### src/hdl/lpds_pkg.sv
// shared types, constants and the ln table for the log potential direct sum
package lpds_pkg;

  localparam int COORD_BITS_DEF = 24;
  localparam int VALUE_BITS_DEF = 32;
  localparam int QDEPTH_DEF = 4;
  localparam int CW = COORD_BITS_DEF;
  localparam int VW = VALUE_BITS_DEF;
  localparam int LN_TBL_BITS = 5;
  localparam logic [31:0] LN2_Q32 = 32'd2977044472;

  typedef struct packed {
    logic signed [CW-1:0] src_x;
    logic signed [CW-1:0] src_y;
    logic signed [VW-1:0] src_strength;
    logic signed [CW-1:0] tgt_x;
    logic signed [CW-1:0] tgt_y;
    logic                 last_source;
  } in_item_t;

  typedef struct packed {
    logic signed [63:0] potential;
    logic               saturated;
  } out_item_t;

  // classified item handed from the front end to the back end
  typedef struct packed {
    logic [CW:0]          ax;
    logic [CW:0]          ay;
    logic signed [VW-1:0] strength;
    logic                 last;
  } work_t;

  function automatic logic [23:0] ln_tbl(input logic [5:0] k);
    logic [23:0] v;
    unique case (k)
      6'd0: v = 24'd0;        6'd1: v = 24'd516263;   6'd2: v = 24'd1017112;
      6'd3: v = 24'd1503443;  6'd4: v = 24'd1976071;  6'd5: v = 24'd2435750;
      6'd6: v = 24'd2883169;  6'd7: v = 24'd3318965;  6'd8: v = 24'd3743728;
      6'd9: v = 24'd4158001;  6'd10: v = 24'd4562291; 6'd11: v = 24'd4957067;
      6'd12: v = 24'd5342767; 6'd13: v = 24'd5719799; 6'd14: v = 24'd6088544;
      6'd15: v = 24'd6449358; 6'd16: v = 24'd6802576; 6'd17: v = 24'd7148510;
      6'd18: v = 24'd7487455; 6'd19: v = 24'd7819688; 6'd20: v = 24'd8145469;
      6'd21: v = 24'd8465045; 6'd22: v = 24'd8778647; 6'd23: v = 24'd9086495;
      6'd24: v = 24'd9388795; 6'd25: v = 24'd9685745; 6'd26: v = 24'd9977530;
      6'd27: v = 24'd10264327; 6'd28: v = 24'd10546303; 6'd29: v = 24'd10823619;
      6'd30: v = 24'd11096425; 6'd31: v = 24'd11364866; 6'd32: v = 24'd11629080;
      default: v = 24'd0;
    endcase
    return v;
  endfunction

endpackage

### src/hdl/lpds_front.sv
// front end: takes sources, forms |dx| and |dy|, feeds a short queue
module lpds_front #(
  parameter int QDEPTH = lpds_pkg::QDEPTH_DEF
) (
  input  logic              clk,
  input  logic              rst_n,
  input  logic              in_push,
  output logic              in_full,
  input  lpds_pkg::in_item_t in_data,
  output logic              q_valid,
  input  logic              q_take,
  output lpds_pkg::work_t   q_data
);
  localparam int AW = $clog2(QDEPTH);

  lpds_pkg::work_t mem [QDEPTH];
  logic [AW-1:0] wp_r, rp_r;
  logic [AW:0]   cnt_r;
  logic signed [lpds_pkg::CW:0] dx, dy;
  lpds_pkg::work_t w;
  logic do_push, do_pop;

  assign in_full = (cnt_r == (AW+1)'(QDEPTH));
  assign q_valid = (cnt_r != '0);
  assign do_push = in_push && !in_full;
  assign do_pop  = q_take && q_valid;
  assign q_data  = mem[rp_r];

  always_comb begin
    dx = {in_data.tgt_x[lpds_pkg::CW-1], in_data.tgt_x}
       - {in_data.src_x[lpds_pkg::CW-1], in_data.src_x};
    dy = {in_data.tgt_y[lpds_pkg::CW-1], in_data.tgt_y}
       - {in_data.src_y[lpds_pkg::CW-1], in_data.src_y};
    w.ax = dx[lpds_pkg::CW] ? -dx : dx;
    w.ay = dy[lpds_pkg::CW] ? -dy : dy;
    w.strength = in_data.src_strength;
    w.last = in_data.last_source;
  end

  always_ff @(posedge clk) begin
    if (do_push) mem[wp_r] <= w;
  end

  always_ff @(posedge clk) begin
    if (!rst_n) begin
      wp_r <= '0;
      rp_r <= '0;
      cnt_r <= '0;
    end else begin
      if (do_push) wp_r <= (wp_r == AW'(QDEPTH-1)) ? '0 : wp_r + 1'b1;
      if (do_pop)  rp_r <= (rp_r == AW'(QDEPTH-1)) ? '0 : rp_r + 1'b1;
      cnt_r <= cnt_r + (AW+1)'(do_push) - (AW+1)'(do_pop);
    end
  end
endmodule

### config.mk
export PLATFORM = sky130hd
export DESIGN_NAME = lpds_front
export DESIGN_NICKNAME = d
export VERILOG_FILES = /design/src/hdl/lpds_pkg.sv /design/src/hdl/lpds_front.sv
export SDC_FILE = /design/constraint.sdc
export NUM_CORES = 1
export LEC_CHECK = 0
export BUFFER_PORTS_ARGS = -buffer_cell sky130_fd_sc_hd__buf_2
export CORE_MARGIN = 5
export CORE_UTILIZATION = 55
export CTS_CLUSTER_SIZE = 28
export DETAILED_ROUTE_END_ITERATION = 16
export PLACE_DENSITY = 0.77
export SLEW_MARGIN = 20
export SYNTH_ARGS = -nofsm -noshare
export SYNTH_HDL_FRONTEND = slang
export SYNTH_SLANG_ARGS = --single-unit
export TNS_END_PERCENT = 1
### constraint.sdc
create_clock -name clk -period 8.6 [get_ports clk]
set_input_delay 1.29 -clock clk [delete_from_list [all_inputs] [get_ports clk]]
set_output_delay 1.29 -clock clk [all_outputs]
set_load 0.005 [all_outputs]
==> flow_summary.html, run 1 <==
<table>
<tr><th>Metric</th><th>Value</th></tr>
<tr><th colspan="2">Timing</th></tr>
<tr><td>Final clock period utilization by the worst path</td><td>0.5455</td></tr>
<tr><td>Unrepaired setup endpoints after global routing</td><td>no</td></tr>
<tr><td>Peak clock frequency supported by timing</td><td>213.2 MHz</td></tr>
<tr><td>Setup Skew</td><td>14.31 ps</td></tr>
<tr><td>Total negative setup slack</td><td>0 ps</td></tr>
<tr><td>Final count of pins violating max slew</td><td>0</td></tr>
<tr><td>Final WS setup</td><td>3909 ps</td></tr>
<tr><td>Setup violations, final</td><td>0</td></tr>
<tr><td>Min Clock Period, post-route</td><td>4691 ps</td></tr>
<tr><td>Hold Vio Cnt, Final</td><td>0</td></tr>
<tr><td>Slew of the pin with the lowest slew margin</td><td>993.1 ps</td></tr>
<tr><td>Worst-case headroom to the max-slew limit</td><td>0.3348</td></tr>
<tr><th colspan="2">Synth</th></tr>
<tr><td>Proportion of synthesized chip area in sequential cells</td><td>0.6265</td></tr>
<tr><td>Top cells by area, synth</td><td>sky130_fd_sc_hd__edfxtp_1 (62%), sky130_fd_sc_hd__mux4_2 (12%), sky130_fd_sc_hd__ha_1 (4.4%)</td></tr>
<tr><td>Avg Inst Size Synth</td><td>15.33 um2</td></tr>
<tr><td>Summed instance area of the synthesized netlist</td><td>16200 um2</td></tr>
<tr><td>Flip-flop and latch count after synthesis</td><td>341</td></tr>
<tr><td>Post-synth top area cell</td><td>sky130_fd_sc_hd__edfxtp_1</td></tr>
<tr><td>Mapped Cells</td><td>1057</td></tr>
<tr><td>Most used flip-flop cell after synthesis</td><td>sky130_fd_sc_hd__edfxtp_1</td></tr>
<tr><td>Share of flip-flops with an asynchronous set or reset</td><td>0</td></tr>
<tr><td>Commonest cells in the netlist</td><td>sky130_fd_sc_hd__edfxtp_1 (332), sky130_fd_sc_hd__mux4_2 (83), sky130_fd_sc_hd__inv_1 (72)</td></tr>
<tr><td>Synth cell types</td><td>73</td></tr>
<tr><td>Area fraction of the dominant cell type after synthesis</td><td>0.6153</td></tr>
<tr><td>Total of warnings raised by yosys</td><td>0</td></tr>
<tr><td>Top-count cell post-synth</td><td>sky130_fd_sc_hd__edfxtp_1</td></tr>
<tr><td>Number of flops mapped to enable cells by yosys</td><td>332</td></tr>
<tr><td>Net count after synthesis</td><td>1250</td></tr>
<tr><th colspan="2">Cells and area</th></tr>
<tr><td>Fraction of final layout cells sized beyond drive strength 1</td><td>0.2910</td></tr>
<tr><td>Layout overhead on the synthesized area</td><td>16.50%</td></tr>
<tr><td>Ant. Diodes</td><td>0</td></tr>
<tr><td>Count of nets after finishing</td><td>1483</td></tr>
<tr><td>Final core occ</td><td>0.6541</td></tr>
<tr><th colspan="2">Pwr</th></tr>
<tr><td>Power density normalized to cell area</td><td>257.1 nW/um2</td></tr>
<tr><td>Largest vdd supply drop</td><td>0.1513 mV</td></tr>
<tr><td>Leak Pwr</td><td>0.006892 uW</td></tr>
<tr><th colspan="2">Route</th></tr>
<tr><td>DR vias/cell</td><td>5.724</td></tr>
<tr><td>Initial DRT Pass Iterations</td><td>5</td></tr>
<tr><td>Vias</td><td>9731</td></tr>
<tr><td>Remaining DRCs</td><td>0</td></tr>
<tr><td>Detailed router's first-iteration violation count</td><td>517</td></tr>
<tr><td>Post-detailed-route count of antenna-violating nets</td><td>0</td></tr>
<tr><td>Final wirelength</td><td>32260 um</td></tr>
<tr><td>Average routed wire per standard cell</td><td>18.98 um</td></tr>
<tr><th colspan="2">CTS</th></tr>
<tr><td>Clock tree from TritonCTS</td><td>done</td></tr>
<tr><td>Sinks on Clock Net</td><td>341</td></tr>
<tr><td>Post-CTS setup buffer count</td><td>0</td></tr>
<tr><td>Number of resized instances in the post-cts repair step</td><td>0</td></tr>
<tr><td>Clock transition at the registers of the reported paths</td><td>60 ps</td></tr>
<tr><td>Count of H-tree levels built during CTS</td><td>2</td></tr>
<tr><td>Clock root buffer master</td><td>sky130_fd_sc_hd__clkbuf_16</td></tr>
<tr><td>Hold-fix buffers, CTS</td><td>0</td></tr>
<tr><td>Clock latency on the worst-skew pair</td><td>510 ps</td></tr>
<tr><td>Maximum clock path buffer count</td><td>3</td></tr>
<tr><td>Number of clock buffers inserted by TritonCTS</td><td>35</td></tr>
<tr><th colspan="2">Flow run</th></tr>
<tr><td>Total of max-cap violations</td><td>0</td></tr>
<tr><th colspan="2">GRT</th></tr>
<tr><td>Wire length of the first global-routing pass</td><td>51430 um</td></tr>
<tr><td>Via count of the first global-routing pass</td><td>9839</td></tr>
<tr><td>Global route overflow</td><td>0</td></tr>
<tr><td>Initial antenna violation count</td><td>0</td></tr>
<tr><td>Largest net degree at the start of global routing</td><td>59</td></tr>
<tr><td>Total Routing Usage GR</td><td>0.1932</td></tr>
<tr><th colspan="2">Die</th></tr>
<tr><td># rows</td><td>62</td></tr>
<tr><td>Starting density of the core</td><td>0.5614</td></tr>
<tr><td>Die area</td><td>32990 um2</td></tr>
<tr><td>Chip Width</td><td>181.6 um</td></tr>
<tr><td>Die extent in y</td><td>181.6 um</td></tr>
<tr><td>CORE AREA</td><td>28860 um2</td></tr>
<tr><td>Boundary pin count</td><td>218</td></tr>
<tr><th colspan="2">Placement</th></tr>
<tr><td>Worst slack after detailed placement</td><td>3485 ps</td></tr>
<tr><td>Routability congestion estimate from global placement</td><td>0.8650</td></tr>
<tr><td>Sum of net half-perimeters after detailed placement</td><td>22000 um</td></tr>
<tr><td>Port Buf Inserts</td><td>217</td></tr>
<tr><th colspan="2">Status</th></tr>
<tr><td>Run status</td><td>complete, no violations</td></tr>
<tr><th colspan="2">Critical path</th></tr>
<tr><td>Gate family responsible for the most delay along the worst path</td><td>simple AND/OR/NAND/NOR gates</td></tr>
<tr><td>Slack of the worst reg-to-reg path</td><td>6060 ps</td></tr>
<tr><td>Number of buffers and inverters on the critical path</td><td>2</td></tr>
<tr><td>Category of the critical setup timing path</td><td>in2reg</td></tr>
<tr><td>Required time at the worst-slack endpoint</td><td>8870 ps</td></tr>
<tr><td>First element of the critical path</td><td>in_data[1]</td></tr>
<tr><td>Terminus of the critical flop-to-flop path</td><td>mem[3][25]$_DFFE_PP_</td></tr>
<tr><td>Highest-delay cell along the critical path</td><td>sky130_fd_sc_hd__or4b_1</td></tr>
<tr><td>Top fanout value on the critical path</td><td>5</td></tr>
<tr><td>Startpoint of the most critical register-to-register path</td><td>cnt_r[1]$_SDFF_PN0_</td></tr>
<tr><td>Cell breakdown of the critical path</td><td>buf_2 -&gt; inv_1 -&gt; ha_1 -&gt; fa_1 -&gt; nor2b_4 -&gt; o2111ai_1 -&gt; and2_0 -&gt; a222oi_1 -&gt; nand4_1 -&gt; or3_1 -&gt; nor4_1 -&gt; or4b_1 -&gt; nor3_1</td></tr>
<tr><td>Sort of element at the start of the critical path</td><td>input port</td></tr>
<tr><td>CP Capture Type</td><td>flop</td></tr>
<tr><td>FF-to-FF path depth</td><td>4</td></tr>
<tr><td>Total stage count of the critical path</td><td>13</td></tr>
<tr><td>Data arrival time at the worst-slack endpoint</td><td>4960 ps</td></tr>
<tr><td>Slowest stage delay, CP</td><td>500 ps</td></tr>
<tr><td>Worst setup endpoint</td><td>mem[2][57]$_DFFE_PP_</td></tr>
<tr><th colspan="2">Worst hold path</th></tr>
<tr><td>Type of the worst min-delay path</td><td>reg2reg</td></tr>
</table>
==> state kept, by name, indices dropped and copies added (netlist names), named ones only <==
register and cells:
mem 332, cnt_r 3, rp_r 2, wp_r 2
==> through the flow <==
stage / total power (uW) / instance area [um2] / hold WS, ps / std cells
after floorplan: 2981 / 16200 / 466.6 / 1057
after global placement: 3392 / 17730 / 468.6 / 1637
after detailed placement: 3428 / 17730 / 484.1 / 1637
after CTS: 4908 / 18880 / 491.3 / 1700
after global routing: 5097 / 18880 / 546.1 / 1700
final: 4852 / 18880 / 489.2 / 1700
==> kinds of logic (layout without fill, tap and decap cells) <==
kind of cell,Yosys count,after routing,share of synthesized area
muxes,85,85,0.1167
adders and majority gates,60,60,0.04773
and+or+nand+nor,199,199,0.06611
DFF,341,341,0.6265
AOI/OAI and AO/OA,201,201,0.08117
buffers and inverters,99,358,0.02294
xor gates and xnor gates,72,72,0.03892
==> cell usage in the layout, fill, tap and decap left out, drive strengths merged, types with 6 or more instances in the layout <==
cell / n
or3: 15
and2: 18
nor3: 8
buf: 223
a31oi: 11
inv: 72
nor2: 32
xnor2: 49
nand2: 60
ha: 57
mux4: 83
o21ai: 49
a21oi: 54
nor3b: 6
nand2b: 6
edfxtp: 332
xor2: 23
o31ai: 6
o211ai: 9
a21o: 17
clkbuf: 43
clkinv: 15
nand4: 8
nand3: 10
nor2b: 10
o21a: 6
a211oi: 10
dfxtp: 9
==> area by class of cell <==
class	count	area (um2)
Fill cell	2100	9982
Timing Repair Buffer	223	1131
Clock inverter	20	230.2
Tap cell	384	480.5
Sequential cell	341	10160
Clock buffer	43	915.9
Inverter	72	270.3
Multi-Input combinational cell	617	5690
==> tightest hold or removal path, cell delays in order, from the launching register on <==
cell and delay (ps):
sky130_fd_sc_hd__dfxtp_1 310, sky130_fd_sc_hd__nand2_1 50, sky130_fd_sc_hd__a21boi_0 90
==> power breakdown <==
group / internal [uW] / switching, uW / leakage [uW]
registers: 2110 / 90.1 / 0.00312
clock network: 885 / 592 / 0.000559
logic: 544 / 631 / 0.00322
total: 3540 / 1310 / 0.00689
==> worst min-delay path by stage <==
stage                           end  depth (start not counted)                  from
3_3_place_gp                   flop                          2  rp_r[1]$_SDFFE_PN0P_
6_report                       flop                          2  rp_r[1]$_SDFFE_PN0P_
5_1_grt        wp_r[1]$_SDFFE_PN0P_                          2  wp_r[1]$_SDFFE_PN0P_
3_5_place_dp                   flop                          2  rp_r[1]$_SDFFE_PN0P_
2_1_floorplan                  flop                          2  rp_r[1]$_SDFFE_PN0P_
4_1_cts                        flop                          2  rp_r[1]$_SDFFE_PN0P_
==> routing by layer <==
layer	global-route usage	up-vias	routed length, um
met1	0.2597	4777	13510
met5	0	-	0
met3	0.02961	47	1819
met4	0.05074	0	685
met2	0.3333	290	16240
li1	-	4617	-
Power figures use the tool's default switching activity.
==> run 2, diff against run 1 <==
--- a/config.mk
+++ b/config.mk
@@ -5,12 +5,13 @@
 export SDC_FILE = /design/constraint.sdc
 export NUM_CORES = 1
 export LEC_CHECK = 0
+export ABC_AREA = 1
 export BUFFER_PORTS_ARGS = -buffer_cell sky130_fd_sc_hd__buf_2
 export CORE_MARGIN = 5
 export CORE_UTILIZATION = 55
 export CTS_CLUSTER_SIZE = 28
 export DETAILED_ROUTE_END_ITERATION = 16
-export PLACE_DENSITY = 0.77
+export PLACE_DENSITY = 0.76
 export SLEW_MARGIN = 20
 export SYNTH_ARGS = -nofsm -noshare
 export SYNTH_HDL_FRONTEND = slang
==> constraint.sdc (replaced) <==
create_clock -name clk -period 4.7 [get_ports clk]
set_input_delay 0.705 -clock clk [delete_from_list [all_inputs] [get_ports clk]]
set_output_delay 0.705 -clock clk [all_outputs]
set_load 0.005 [all_outputs]
==> run 2 against run 1 <==
Against the previous run:
- global-route usage is 3.0 points higher
- sequential power is 83% higher
- synthesized area is 8.2% higher
- sequential share of layout area is 3.4 points lower
- design area is 6.8% higher
- sequential cell count stayed put
- core utilization is 1.5 points lower
- final cell count is 49% higher
- critical path depth is 9 lower
- die area is 7.8% higher
- wire length is 25% higher
- synthesized cell count is 79% higher
- highest routed layer unchanged
==> flow_summary.html, run 2 <==
<table>
<tr><th>Metric</th><th>Value</th></tr>
<tr><th colspan="2">Timing</th></tr>
<tr><td>Peak clock frequency supported by timing</td><td>303.7 MHz</td></tr>
<tr><td>Slew of the pin with the lowest slew margin</td><td>1058 ps</td></tr>
<tr><td>Setup violations, final</td><td>0</td></tr>
<tr><td>Final clock period utilization by the worst path</td><td>0.7007</td></tr>
<tr><td>Worst-case headroom to the max-slew limit</td><td>0.2900</td></tr>
<tr><td>Hold Vio Cnt, Final</td><td>0</td></tr>
<tr><td>Final count of pins violating max slew</td><td>0</td></tr>
<tr><td>Unrepaired setup endpoints after global routing</td><td>no</td></tr>
<tr><td>Min Clock Period, post-route</td><td>3293 ps</td></tr>
<tr><td>Setup Skew</td><td>24.79 ps</td></tr>
<tr><th colspan="2">CTS</th></tr>
<tr><td>Maximum clock path buffer count</td><td>3</td></tr>
<tr><td>Post-CTS setup buffer count</td><td>0</td></tr>
<tr><td>Clock tree from TritonCTS</td><td>done</td></tr>
<tr><td>Count of H-tree levels built during CTS</td><td>1</td></tr>
<tr><td>Hold-fix buffers, CTS</td><td>0</td></tr>
<tr><td>Clock root buffer master</td><td>sky130_fd_sc_hd__clkbuf_16</td></tr>
<tr><td>Clock latency on the worst-skew pair</td><td>560 ps</td></tr>
<tr><td>Sinks on Clock Net</td><td>341</td></tr>
<tr><td>Number of clock buffers inserted by TritonCTS</td><td>31</td></tr>
<tr><td>Clock transition at the registers of the reported paths</td><td>70 ps</td></tr>
<tr><td>Number of resized instances in the post-cts repair step</td><td>0</td></tr>
<tr><th colspan="2">Pwr</th></tr>
<tr><td>Largest vdd supply drop</td><td>0.2946 mV</td></tr>
<tr><td>Leak Pwr</td><td>0.008704 uW</td></tr>
<tr><td>Net Sw Power</td><td>3193 uW</td></tr>
<tr><td>Portion of total power attributed to sequential cells</td><td>0.416</td></tr>
<tr><td>Pwr Total</td><td>9654 uW</td></tr>
<tr><td>Sw frac</td><td>0.3307</td></tr>
<tr><td>Fraction of power consumed by the clock network</td><td>0.271</td></tr>
<tr><td>Internal power contribution</td><td>6461 uW</td></tr>
<tr><td>Power density normalized to cell area</td><td>479.0 nW/um2</td></tr>
<tr><td>Power share of the combinational group</td><td>0.313</td></tr>
<tr><th colspan="2">Route</th></tr>
<tr><td>Remaining DRCs</td><td>0</td></tr>
<tr><td>Detailed router's first-iteration violation count</td><td>841</td></tr>
<tr><td>Final wirelength</td><td>40300 um</td></tr>
<tr><td>Average routed wire per standard cell</td><td>15.91 um</td></tr>
<tr><td>DR vias/cell</td><td>5.386</td></tr>
<tr><td>Initial DRT Pass Iterations</td><td>5</td></tr>
<tr><td>Vias</td><td>13644</td></tr>
<tr><td>Post-detailed-route count of antenna-violating nets</td><td>0</td></tr>
<tr><th colspan="2">GRT</th></tr>
<tr><td>Total Routing Usage GR</td><td>0.2231</td></tr>
<tr><td>Initial antenna violation count</td><td>0</td></tr>
<tr><td>Largest net degree at the start of global routing</td><td>117</td></tr>
<tr><td>Via count of the first global-routing pass</td><td>13108</td></tr>
<tr><td>Global route overflow</td><td>0</td></tr>
<tr><td>Wire length of the first global-routing pass</td><td>65640 um</td></tr>
<tr><th colspan="2">Cells and area</th></tr>
<tr><td>Number of flip-flops in the largest register</td><td>332</td></tr>
<tr><td>Largest reg by FF count</td><td>mem</td></tr>
<tr><td>Commonest non-fill, non-tap cell in the layout</td><td>sky130_fd_sc_hd__nand2_1</td></tr>
<tr><td>Final standard cell area without fillers</td><td>20150 um2</td></tr>
<tr><td>Fraction of final layout cells sized beyond drive strength 1</td><td>0.1450</td></tr>
<tr><td>Commonest cells after routing, fill and taps aside</td><td>sky130_fd_sc_hd__nand2_1 (423), sky130_fd_sc_hd__edfxtp_1 (332), sky130_fd_sc_hd__nor2_1 (261)</td></tr>
<tr><td>Ant. Diodes</td><td>0</td></tr>
<tr><td>Count of nets after finishing</td><td>2299</td></tr>
<tr><td>Layout overhead on the synthesized area</td><td>14.94%</td></tr>
<tr><td>Biggest registers after layout</td><td>mem x332, cnt_r x3</td></tr>
<tr><th colspan="2">Synth</th></tr>
<tr><td>Synth cell types</td><td>36</td></tr>
<tr><td>Mapped Cells</td><td>1896</td></tr>
<tr><td>Top-count cell post-synth</td><td>sky130_fd_sc_hd__nand2_1</td></tr>
<tr><td>Summed instance area of the synthesized netlist</td><td>17530 um2</td></tr>
<tr><td>Proportion of synthesized chip area in sequential cells</td><td>0.5789</td></tr>
<tr><td>Top cells by area, synth</td><td>sky130_fd_sc_hd__edfxtp_1 (57%), sky130_fd_sc_hd__nand2_1 (9.1%), sky130_fd_sc_hd__nor2_1 (5.7%)</td></tr>
<tr><td>Area fraction of the dominant cell type after synthesis</td><td>0.5686</td></tr>
<tr><td>Commonest cells in the netlist</td><td>sky130_fd_sc_hd__nand2_1 (423), sky130_fd_sc_hd__edfxtp_1 (332), sky130_fd_sc_hd__nor2_1 (265)</td></tr>
<tr><td>Share of flip-flops with an asynchronous set or reset</td><td>0</td></tr>
<tr><td>Net count after synthesis</td><td>2089</td></tr>
<tr><td>Avg Inst Size Synth</td><td>9.247 um2</td></tr>
<tr><td>Most used flip-flop cell after synthesis</td><td>sky130_fd_sc_hd__edfxtp_1</td></tr>
<tr><td>Post-synth top area cell</td><td>sky130_fd_sc_hd__edfxtp_1</td></tr>
<tr><td>Total of warnings raised by yosys</td><td>0</td></tr>
<tr><td>Flip-flop and latch count after synthesis</td><td>341</td></tr>
<tr><td>Number of flops mapped to enable cells by yosys</td><td>332</td></tr>
<tr><th colspan="2">Die</th></tr>
<tr><td>Chip Width</td><td>188.5 um</td></tr>
<tr><td>Die area</td><td>35550 um2</td></tr>
<tr><td>CORE AREA</td><td>31560 um2</td></tr>
<tr><td>Die extent in y</td><td>188.5 um</td></tr>
<tr><td>Boundary pin count</td><td>218</td></tr>
<tr><td>Starting density of the core</td><td>0.5556</td></tr>
<tr><td># rows</td><td>65</td></tr>
<tr><th colspan="2">Critical path</th></tr>
<tr><td>Top fanout value on the critical path</td><td>96</td></tr>
<tr><td>Data arrival time at the worst-slack endpoint</td><td>2590 ps</td></tr>
<tr><td>Category of the critical setup timing path</td><td>reg2out</td></tr>
<tr><td>Startpoint of the most critical register-to-register path</td><td>cnt_r[1]$_SDFF_PN0_</td></tr>
<tr><td>Sort of element at the start of the critical path</td><td>flop</td></tr>
<tr><td>CP Capture Type</td><td>primary output</td></tr>
<tr><td>Required time at the worst-slack endpoint</td><td>3990 ps</td></tr>
<tr><th colspan="2">Flow run</th></tr>
<tr><td>Total of max-cap violations</td><td>0</td></tr>
<tr><th colspan="2">Placement</th></tr>
<tr><td>Routability congestion estimate from global placement</td><td>0.8683</td></tr>
<tr><td>Post-Place Cell Area</td><td>19080 um2</td></tr>
<tr><td>Sum of net half-perimeters after detailed placement</td><td>27580 um</td></tr>
<tr><td>Port Buf Inserts</td><td>217</td></tr>
<tr><th colspan="2">Worst hold path</th></tr>
<tr><td>Type of the worst min-delay path</td><td>in2reg</td></tr>
<tr><td>Hold path startpoint</td><td>in_data[75]</td></tr>
<tr><th colspan="2">Status</th></tr>
<tr><td>Run status</td><td>complete, no violations</td></tr>
</table>
==> run 2: changes by cell type in the layout (fill, tap and decap cells not counted), moves of 14 or more <==
cell / change
sky130_fd_sc_hd__nand3_1: +79
sky130_fd_sc_hd__or3_1: -14
sky130_fd_sc_hd__nor2_1: +229
sky130_fd_sc_hd__nand2_1: +363
sky130_fd_sc_hd__o22ai_1: +81
sky130_fd_sc_hd__nand4_1: +15
sky130_fd_sc_hd__inv_1: +171
sky130_fd_sc_hd__a21o_1: -17
sky130_fd_sc_hd__mux4_2: -83
sky130_fd_sc_hd__o21ai_0: +144
sky130_fd_sc_hd__xnor2_1: -37
==> run 2: through the flow <==
stage	std cells	setup TNS, ps	utilization	hold WS (ps)	setup WS (ps)
floorplan	1896	-65970	-	481.0	-198.7
global placement	2475	0	0.6046	493.5	1119
detailed placement	2475	0	0.6046	504.7	1031
CTS	2533	0	0.6386	342.0	1245
global route	2533	0	0.6387	353.4	1262
finish	2533	0	0.6387	356.6	1407
==> run 2: routing by layer <==
metal	track usage	routed length, um	up-vias
met5	0	0	-
met4	0.04064	618	0
met3	0.02390	2527	41
met2	0.3919	19420	405
met1	0.3068	17730	6372
li1	-	-	6826
==> run 2: path summary, 6_finish.rpt <==
kind              depth (start not counted)                   end  slack (ps)
setup / recovery                          4            q_data[61]        1410
hold / removal                            1  mem[1][27]$_DFFE_PP_         360
setup reg to reg                          9   cnt_r[2]$_SDFF_PN0_        1860
hold reg to reg                           2                  flop         510
==> run 2: logic make-up after synthesis <==
family | count (synthesis) | share of synthesized area
compound gates | 322 | 0.09927
fa+ha+maj | 60 | 0.04410
xor+xnor | 32 | 0.01706
buf+inv | 305 | 0.06608
flops | 341 | 0.5789
simple gates | 836 | 0.1946
==> run 2: area by class of cell <==
class | count | area [um2]
clock inverters | 26 | 294.0
repair buffers | 235 | 1234
clock buffers | 32 | 779.5
inverters | 247 | 933.4
multi-input cells | 1250 | 6255
flip-flops and latches | 341 | 10150
well taps | 402 | 503.0
fillers | 2589 | 11400
==> run 2: power groups by stage <==
stage | Sequential, uW | Clock (uW) | Combinational, uW
2_1_floorplan | 4100 | 0 | 1840
5_1_grt | 4050 | 2790 | 3390
6_report | 4020 | 2610 | 3020
3_3_place_gp | 4070 | 0 | 2950
3_5_place_dp | 4080 | 0 | 3040
4_1_cts | 4020 | 2640 | 3060
==> run 2: critical path: stages (launching register included) <==
cell and delay [ps]:
sky130_fd_sc_hd__dfxtp_4 370, sky130_fd_sc_hd__buf_4 750, sky130_fd_sc_hd__o21ai_0 220, sky130_fd_sc_hd__o22ai_1 460, sky130_fd_sc_hd__buf_2 210
